`config.mk`:
```
export PLATFORM = sky130hd
export DESIGN_NAME = cau_front
export DESIGN_NICKNAME = d
export VERILOG_FILES = /design/src/rtl/complex_arith_unit_macros.svh /design/src/rtl/cau_pkg.sv /design/src/rtl/cau_front.sv
export SDC_FILE = /design/constraint.sdc
export NUM_CORES = 1
export LEC_CHECK = 0
export BUFFER_PORTS_ARGS = -buffer_cell sky130_fd_sc_hd__buf_2
export CELL_PAD_IN_SITES_DETAIL_PLACEMENT = 1
export CELL_PAD_IN_SITES_GLOBAL_PLACEMENT = 1
export CORE_ASPECT_RATIO = 0.8
export CORE_MARGIN = 10
export CORE_UTILIZATION = 45
export CTS_CLUSTER_DIAMETER = 80
export DETAILED_ROUTE_END_ITERATION = 8
export GPL_ROUTABILITY_DRIVEN = 0
export PLACE_DENSITY_LB_ADDON = 0.25
export SLEW_MARGIN = 40
export SYNTH_ARGS = -nofsm -noshare
export SYNTH_HDL_FRONTEND = slang
export SYNTH_SLANG_ARGS = --single-unit
```
`constraint.sdc`:
```
create_clock -name i_clk -period 4.9 [get_ports i_clk]
set_input_delay 0.735 -clock i_clk [delete_from_list [all_inputs] [get_ports i_clk]]
set_output_delay 0.735 -clock i_clk [all_outputs]
set_load 0.1 [all_outputs]
```
`src/rtl/complex_arith_unit_macros.svh`:
```
// Assertion macros shared by the complex arithmetic unit RTL.
// No dependencies; included inside module bodies.
`ifndef COMPLEX_ARITH_UNIT_MACROS_SVH
`define COMPLEX_ARITH_UNIT_MACROS_SVH

// Same-cycle implication, disabled during reset.
`define CAU_ASSERT_NOW(label, clk, rst_n, ante, cons, msg) \
    label: assert property (@(posedge clk) disable iff (!(rst_n)) (ante) |-> (cons)) \
        else $error(msg);

// Next-cycle implication, disabled during reset.
`define CAU_ASSERT_NEXT(label, clk, rst_n, ante, cons, msg) \
    label: assert property (@(posedge clk) disable iff (!(rst_n)) (ante) |=> (cons)) \
        else $error(msg);

`endif

```
`src/rtl/cau_pkg.sv`:
```
// Shared constants and types for the complex arithmetic unit.
// No dependencies.
package cau_pkg;

    localparam int CAU_DATA_WIDTH  = 32;
    localparam int CAU_FRAC_BITS   = 16;
    localparam int CAU_QUEUE_DEPTH = 4;
    localparam int CAU_QUEUE_AW    = 2;

    localparam logic [1:0] OP_ADD = 2'd0;
    localparam logic [1:0] OP_SUB = 2'd1;
    localparam logic [1:0] OP_MUL = 2'd2;
    localparam logic [1:0] OP_DIV = 2'd3;

    // one-hot operation class decided at the front
    typedef struct packed {
        logic is_add;
        logic is_sub;
        logic is_mul;
        logic is_div;
    } t_kind;

endpackage

```
`src/rtl/cau_front.sv`:
```
// Front end: accepts operand transactions, classifies the op code,
// and queues them for the back end. Depends on cau_pkg.
module cau_front #(
    parameter int DW = 32
) (
    input  logic            i_clk,
    input  logic            i_rst_n,
    input  logic            i_valid,
    output logic            o_ready,
    input  logic [1:0]      i_op,
    input  logic [DW-1:0]   i_a_re,
    input  logic [DW-1:0]   i_a_im,
    input  logic [DW-1:0]   i_b_re,
    input  logic [DW-1:0]   i_b_im,
    output logic            o_valid,
    input  logic            i_pop,
    output cau_pkg::t_kind  o_kind,
    output logic [DW-1:0]   o_a_re,
    output logic [DW-1:0]   o_a_im,
    output logic [DW-1:0]   o_b_re,
    output logic [DW-1:0]   o_b_im
);
    import cau_pkg::*;

    localparam int EW = 4 + 4 * DW;

    logic [EW-1:0]           r_mem [0:CAU_QUEUE_DEPTH-1];
    logic [CAU_QUEUE_AW-1:0] r_wptr, r_rptr;
    logic [CAU_QUEUE_AW:0]   r_cnt, n_cnt;
    t_kind                   n_kind;
    logic                    w_push, w_pop;
    logic [EW-1:0]           w_head;

    always_comb begin
        n_kind = '0;
        case (i_op)
            OP_ADD:  n_kind.is_add = 1'b1;
            OP_SUB:  n_kind.is_sub = 1'b1;
            OP_MUL:  n_kind.is_mul = 1'b1;
            OP_DIV:  n_kind.is_div = 1'b1;
            default: n_kind = '0;
        endcase
    end

    assign o_ready = (r_cnt != (CAU_QUEUE_AW+1)'(CAU_QUEUE_DEPTH));
    assign o_valid = (r_cnt != '0);
    assign w_push  = i_valid && o_ready;
    assign w_pop   = i_pop && o_valid;

    always_comb begin
        n_cnt = r_cnt;
        if (w_push && !w_pop) begin
            n_cnt = r_cnt + 1'b1;
        end else if (w_pop && !w_push) begin
            n_cnt = r_cnt - 1'b1;
        end
    end

    always_ff @(posedge i_clk) begin
        if (w_push) begin
            r_mem[r_wptr] <= {n_kind, i_b_im, i_b_re, i_a_im, i_a_re};
        end
    end

    always_ff @(posedge i_clk) begin
        if (!i_rst_n) begin
            r_wptr <= '0;
            r_rptr <= '0;
            r_cnt  <= '0;
        end else begin
            if (w_push) r_wptr <= r_wptr + 1'b1;
            if (w_pop)  r_rptr <= r_rptr + 1'b1;
            r_cnt <= n_cnt;
        end
    end

    assign w_head = r_mem[r_rptr];
    assign o_a_re = w_head[DW-1:0];
    assign o_a_im = w_head[2*DW-1:DW];
    assign o_b_re = w_head[3*DW-1:2*DW];
    assign o_b_im = w_head[4*DW-1:3*DW];
    assign o_kind = t_kind'(w_head[EW-1:4*DW]);

endmodule

```
; ---- After elaboration in Yosys (flattened, before gate mapping)
; Memory sizes are Yosys's and may differ from the RTL's. A register that Yosys moved wholly into a read port is not among the register bits.
; Index checks and enable logic that the tools add are counted.
[word_totals]
ff_bits = 7
mem_bits_rw = 528
inputBits = 134
output_inout_bits = 134
elab_cells = 31
memories = 1
[memory_table]
columns = name, depth, width, rd, rd_ports_with_merged_regs, write_ports, line_no
row1 = r_mem, 4, 132, 1, 1, 1, cau_front.sv:27  ; logic [EW-1:0] r_mem [0:CAU_QUEUE_DEPTH-1];
[classes]
add_sub_neg = 4
n_eq_ne = 4
muxes = 10
n_reduce_logical = 9
[op_table]
columns = op, n
row1 = 2-to-1 mux 1 bit, 6
row2 = 2-to-1 mux 3 bit, 2
row3 = adder 2 x 1 -> 2 bit (second input constant), 2
row4 = == test 2 bit (second input constant), 2
row5 = logical AND 1 bit, 4
row6 = 2-to-1 mux 2 bit, 2
row7 = adder 3 x 1 -> 3 bit (second input constant), 1
row8 = inequality test 3 bit (second input constant), 1
row9 = nonzero test 3 bit, 1
row10 = subtractor 3 x 1 -> 3 bit (second input constant), 1
row11 = == test 2 x 1 -> 1 bit (second input constant), 1
row12 = zero test 1 bit, 2
row13 = zero test 2 bit, 1
row14 = nonzero test 2 bit, 1

; ---- Logic depth before layout (Yosys ltp)
; Gate-level depths: netlist of run 1.
[depth]
ltp_word = 6
ltp_mapped = 8
depth_no_buf = 8

; ---- Least setup slack after synthesis of run 1
; OpenSTA, ideal clock, no wires.
[synth_path]
path_type = input -> register
startpoint = input port i_valid
endpoint = memory r_mem[1][0] in the netlist's numbering, enable pin
setup_time_ns = 0.507
t_arrival_ns = 4.087
t_required_ns = 4.393
path_slack_ns = 0.307
cell_stages = 2
path_buffers = 0
path_cell_list = a21boi_2 > and2_1
[synth_between]
elab_chain_cells = 3
[synth_lines]
columns = element, line_no
row1 = start: declaration, cau_front.sv:8  ; input logic i_valid,
row2 = logical AND 1 bit, cau_front.sv:47  ; assign w_push = i_valid && o_ready;
row3 = 2-to-1 mux 1 bit, cau_front.sv:60  ; if (w_push) begin
row4 = 2-to-1 mux 1 bit (implied by the code), cau_front.sv:61  ; r_mem[r_wptr] <= {n_kind, i_b_im, i_b_re, i_a_im, i_a_re};
row5 = end: declaration, cau_front.sv:27
; No other way between the ends.

==> impl_metrics.py, run 1 <==
metrics = {
    "floorplan": {
        "fp.dieW_um": 253,
        "rows": 68,
        "io_pins": 268,
        "die_area_um2": 52200,
        "core-area_um2": 43100,
        "start_util_pct": 45.4,
        "die_y_um": 206,
    },
    "sta": {
        "relSlewSlack_pct": 54.6,
        "finClkSkew_ns": 0.00932,
        "max_freq_ghz": 0.296,
        "fin_crit_sh_pct": 69.1,
        "setup_tns_ns": 0,
        "finalHoldViolCount": 0,
        "worst_pin_slew_ns": 0.681,
        "rsz0062_at_grt": "false",
        "slew_violations": 0,
        "period_minus_slack_ns": 3.38,
        "setup_viol": 0,
    },
    "routing": {
        "drcViolationCount": 0,
        "via_per_inst": 5.27,
        "routed_wl_um": 41200,
        "drt-initial-drc-count": 551,
        "ant_nets": 0,
        "post_drt_wl_per_cell_um": 25.0,
        "routed-via-count": 8696,
        "drt-pass1-iter-count": 4,
    },
    "logic_synthesis": {
        "avgSynthCellArea_um2": 26.3,
        "synthTopCellsByArea": "edfxtp_1, mux4_2, dfxtp_1",
        "netlist.area_leader.share_pct": 81.2,
        "synth_nets": 882,
        "syn_area_um2": 19500,
        "yosysSeqAreaShare_pct": 82.1,
        "synth_seq_cells": 537,
        "ys_types": 22,
        "synth.largest_area_cell": "edfxtp_1",
        "synthCells": 742,
        "ys.warnings.count": 0,
    },
    "layout": {
        "area_growth_pct": 18.8,
        "final_common_cell": "edfxtp_1",
        "mostFrequentLayoutCells": "edfxtp_1, buf_2, mux4_2, clkbuf_16, clkinv_1",
        "fin_nets": 1188,
        "nFillCells": 3759,
        "drive_above_1_share_pct": 45.0,
    },
    "grt": {
        "grt.overflow.total": 0,
        "grt_use_total_pct": 15.7,
        "grt_max_degree": 80,
        "grt_pass1_wl_um": 62100,
        "grt_pass1_vias": 9720,
        "antenna_found_initial": 8,
    },
    "cts": {
        "cts_tree": "done",
        "clockBufferDepth": 3,
        "worstSkewPairLatency_ns": 0.57,
        "cts_resized": 0,
        "cts_buffers": 53,
        "clk_pin_slew_worst_paths_ns": 0.06,
        "cts.sinks": 537,
        "cts_post_setup_buffers_inserted": 0,
        "cts_hold_buf": 0,
        "htree_levels": 2,
        "root_buffer": "clkbuf_16",
    },
    "setup_path": {
        "cp-end-kind": "output pin",
        "start_kind": "register",
        "cp_max_fo": 38,
        "required_ns": 4.16,
        "worstPathArrival_ns": 2.65,
        "crit_type": "register to output pin",
    },
    "hold_path": {
        "holdCritPathClass": "primary input to register",
    },
    "run_status": {
        "status": "finished, final reports clean",
    },
    "run": {
        "drv_cap": 0,
    },
    "placed_design": {
        "dp_hpwl_um": 25700,
        "port_buffers": 267,
    },
}
-- synth_stat cells --
| library cell | number |
|---|---|
| inv_1 | 3 |
| fa_1 | 1 |
| xnor2_1 | 3 |
| a21boi_0 | 1 |
| xor2_1 | 1 |
| edfxtp_1 | 528 |
| nand2_1 | 5 |
| o311ai_0 | 1 |
| nor2_1 | 2 |
| buf_6 | 10 |
| and2_1 | 9 |
| nor2b_1 | 3 |
| ha_1 | 5 |
| dfxtp_1 | 9 |
| o31ai_1 | 1 |
| mux4_2 | 132 |
| buf_2 | 15 |
| or3_1 | 2 |
| a21boi_2 | 1 |
| clkbuf_1 | 6 |
| mux2i_1 | 3 |
| o21ai_0 | 1 |
-- registers in the layout, indices dropped and copies added (netlist names), named ones only --
signal	cells
r_mem	528
r_wptr	2
r_rptr	2
r_cnt	3
-- critical path, cell delays in order, from the launching register on --
cell     delay, ns
dfxtp_4       0.72
buf_4         0.53
mux4_2        0.33
buf_2         0.44
-- final timing paths --
kind	from	to	slack (ns)	depth (start not counted)
worst min register to register	r_wptr[1]	r_wptr[1]	0.51	2
worst max register to register	r_cnt[0]	r_mem[2][110]	2.45	4
worst max-delay path	register	o_b_re[31]	1.52	3
worst min-delay path	i_a_im[0]	r_mem[1][32]	0.37	1
-- cells by family (layout without fill, tap and decap cells) --
family / count (synthesis) / in the layout / synth area share [%]
AO/OA/AOI/OAI: 5 / 5 / 0.205
multiplexers: 135 / 135 / 15.4
other: 0 / 2 / 0
flip-flops: 537 / 537 / 82.1
AND/OR/NAND/NOR: 21 / 21 / 0.583
XOR/XNOR: 4 / 4 / 0.179
buffers and inverters: 34 / 379 / 1.13
adder cells (fa/ha/maj): 6 / 6 / 0.423
-- per-stage QoR --
| stage | setup slack [ns] | area [µm²] | cells | util (%) | hold WS, ns |
|---|---|---|---|---|---|
| floorplan | 0.307 | 19500 | 742 | - | 0.468 |
| global placement | 2.04 | 21600 | 1551 | 50.1 | 0.484 |
| detailed placement | 2.05 | 21600 | 1553 | 50.2 | 0.504 |
| CTS | 1.42 | 23200 | 1647 | 53.9 | 0.328 |
| global route | 1.36 | 23200 | 1647 | 53.9 | 0.339 |
| finish | 1.52 | 23200 | 1649 | 53.9 | 0.369 |
-- routing by layer --
layer / track usage [%] / wire [µm] / up-vias / part of all wire [%]
met2: 24.7 / 19600 / 246 / 48
met1: 21.1 / 17700 / 4554 / 43
met4: 4.36 / 734 / 14 / 1.8
met5: 0 / 93 / - / 0.23
li1: - / - / 3815 / -
met3: 4.88 / 2990 / 67 / 7.3
-- final cells by class --
| type | instances | area [µm²] | share of cell area (%) |
|---|---|---|---|
| flip-flops and latches | 537 | 16000 | 69.2 |
| clock buffers | 64 | 1370 | 5.90 |
| repair buffers | 282 | 1570 | 6.76 |
| inverters | 3 | 11.3 | 0.0485 |
| multi-input cells | 171 | 3280 | 14.2 |
| well taps | 560 | 701 | 3.02 |
| clock inverters | 30 | 218 | 0.938 |
| diodes | 2 | 5.00 | 0.0216 |
Power of run 1 is not shown: default switching activity piles up to over one toggle a cycle in this logic, so the estimate is an artifact.
==> run 2: changes to the inputs <==
CORE_UTILIZATION = 50   (was 45)
clock period = 3.24 ns   (was 4.9 ns; I/O delays follow)
==> impl_metrics.py, run 2 (synthesis results as in run 1) <==
metrics = {
    "run_status": {
        "status": "finished, final reports clean",
    },
    "layout": {
        "design_area_um2": 23200,
        "regMostFlops": "r_mem",
        "seq_area_um2": 16000,
        "reg.largest.list": "r_mem (528), r_cnt (3)",
        "nFillCells": 3185,
        "fin_nets": 1188,
        "final_common_cell": "edfxtp_1",
        "multi_input_area_um2": 3280,
        "area_growth_pct": 18.9,
        "mostFrequentLayoutCells": "edfxtp_1, buf_2, mux4_2, clkbuf_16, clkinv_1",
        "final_cells": 1587,
        "largest_register_ffs": 528,
        "drive_above_1_share_pct": 45.3,
    },
    "routing": {
        "drt-initial-drc-count": 529,
        "ant_nets": 0,
        "routed_wl_um": 41400,
        "via_per_inst": 5.53,
        "post_drt_wl_per_cell_um": 26.1,
        "drcViolationCount": 0,
        "routed-via-count": 8776,
        "drt-pass1-iter-count": 5,
    },
    "cts": {
        "cts_buffers": 50,
        "cts_resized": 0,
        "clk_pin_slew_worst_paths_ns": 0.07,
        "htree_levels": 2,
        "cts_post_setup_buffers_inserted": 0,
        "worstSkewPairLatency_ns": 0.56,
        "cts_tree": "done",
        "cts_hold_buf": 0,
        "clockBufferDepth": 3,
        "cts.sinks": 537,
        "root_buffer": "clkbuf_16",
    },
    "sta": {
        "setup_viol": 0,
        "fin_crit_sh_pct": 92.1,
        "worst_pin_slew_ns": 0.576,
        "setup_tns_ns": 0,
        "relSlewSlack_pct": 61.1,
        "finClkSkew_ns": 0.0161,
        "slew_violations": 0,
        "rsz0062_at_grt": "false",
        "finalHoldViolCount": 0,
        "max_freq_ghz": 0.335,
        "period_minus_slack_ns": 2.98,
    },
    "setup_path": {
        "cp_slowest_cell": "dfxtp_4",
        "worstPathArrival_ns": 2.50,
        "crit_path_cell_trace": "buf_12, mux4_2, buf_2",
        "rr_worst_depth": 8,
        "reg2reg_to": "r_cnt[2]",
        "required_ns": 2.75,
        "cp_max_fo": 39,
        "reg2reg_slack_ns": 0.67,
        "cp-end-kind": "output pin",
        "crit_type": "register to output pin",
        "start_kind": "register",
        "crit_path_end": "o_kind[3]",
        "worstReg2RegStart": "r_cnt[1]",
        "cpPeakStageDelay_ns": 0.61,
    },
    "floorplan": {
        "fp.dieW_um": 241,
        "start_util_pct": 50.8,
        "die_area_um2": 47400,
        "die_y_um": 197,
        "rows": 64,
        "core-area_um2": 38400,
        "io_pins": 268,
    },
    "grt": {
        "grt.overflow.total": 0,
        "antenna_found_initial": 7,
        "grt_pass1_wl_um": 62000,
        "grt_use_total_pct": 17.4,
        "grt_pass1_vias": 9689,
        "grt_max_degree": 80,
    },
    "placed_design": {
        "placedCellCount": 1491,
        "dp_hpwl_um": 25600,
        "dpl_cell_area_um2": 21600,
        "port_buffers": 267,
    },
    "hold_path": {
        "holdCritPathClass": "primary input to register",
    },
    "run": {
        "drv_cap": 0,
    },
}
-- run 2: changes by cell type in the layout (fill, tap and decap cells not counted), sizes merged --
cell,change
buf,+3
bufinv,+4
inv,-2
clkbuf,-6
clkinv,-1
diode,+5
-- run 2: per-layer routing --
metal	wire length (µm)	share of wire (%)	global-route usage (%)	vias up
met5	38	0.092	0	-
met3	3140	7.6	4.59	52
met1	16700	40	23.0	4619
met4	529	1.3	3.91	6
li1	-	-	-	3826
met2	21000	51	28.7	273
-- run 2: metrics by stage --
stage | hold slack [ns] | worst slack (ns) | utilization (%)
final | 0.139 | 0.255 | 60.4
after global routing | 0.108 | 0.114 | 60.4
after CTS | 0.103 | 0.186 | 60.4
after detailed placement | 0.506 | 0.798 | 56.1
after global placement | 0.489 | 0.792 | 56.1
after floorplan | 0.468 | 0.345 | -
-- run 2: worst min-delay path by stage --
| stage | startpoint | end | slack, ns | cells after the start |
|---|---|---|---|---|
| finish | i_a_re[31] | r_mem[3][31] | 0.14 | 1 |
| global route | i_b_re[21] | r_mem[0][85] | 0.11 | 1 |
| CTS | i_a_re[6] | r_mem[2][6] | 0.10 | 1 |
| detailed placement | r_wptr[0] | r_wptr[0] | 0.51 | 2 |
| global placement | r_wptr[0] | r_wptr[0] | 0.49 | 2 |
| floorplan | r_wptr[1] | r_wptr[1] | 0.47 | 2 |
-- run 2: final cells by class --
type | count | area share, %
Antenna cell | 7 | 0.0754
Clock buffer | 58 | 5.61
Clock inverter | 31 | 1.37
Inverter | 3 | 0.0485
Multi-Input combinational cell | 171 | 14.1
Sequential cell | 537 | 69.1
Tap cell | 495 | 2.67
Timing Repair Buffer | 285 | 6.98
-- run 2: worst max-delay path, delay by kind of cell (launching register included) --
family	cells	cell delay, ns
DFF	1	0.61
muxes	1	0.59
buffers and inverters	2	0.68
Power of run 2 is left out for the same reason.
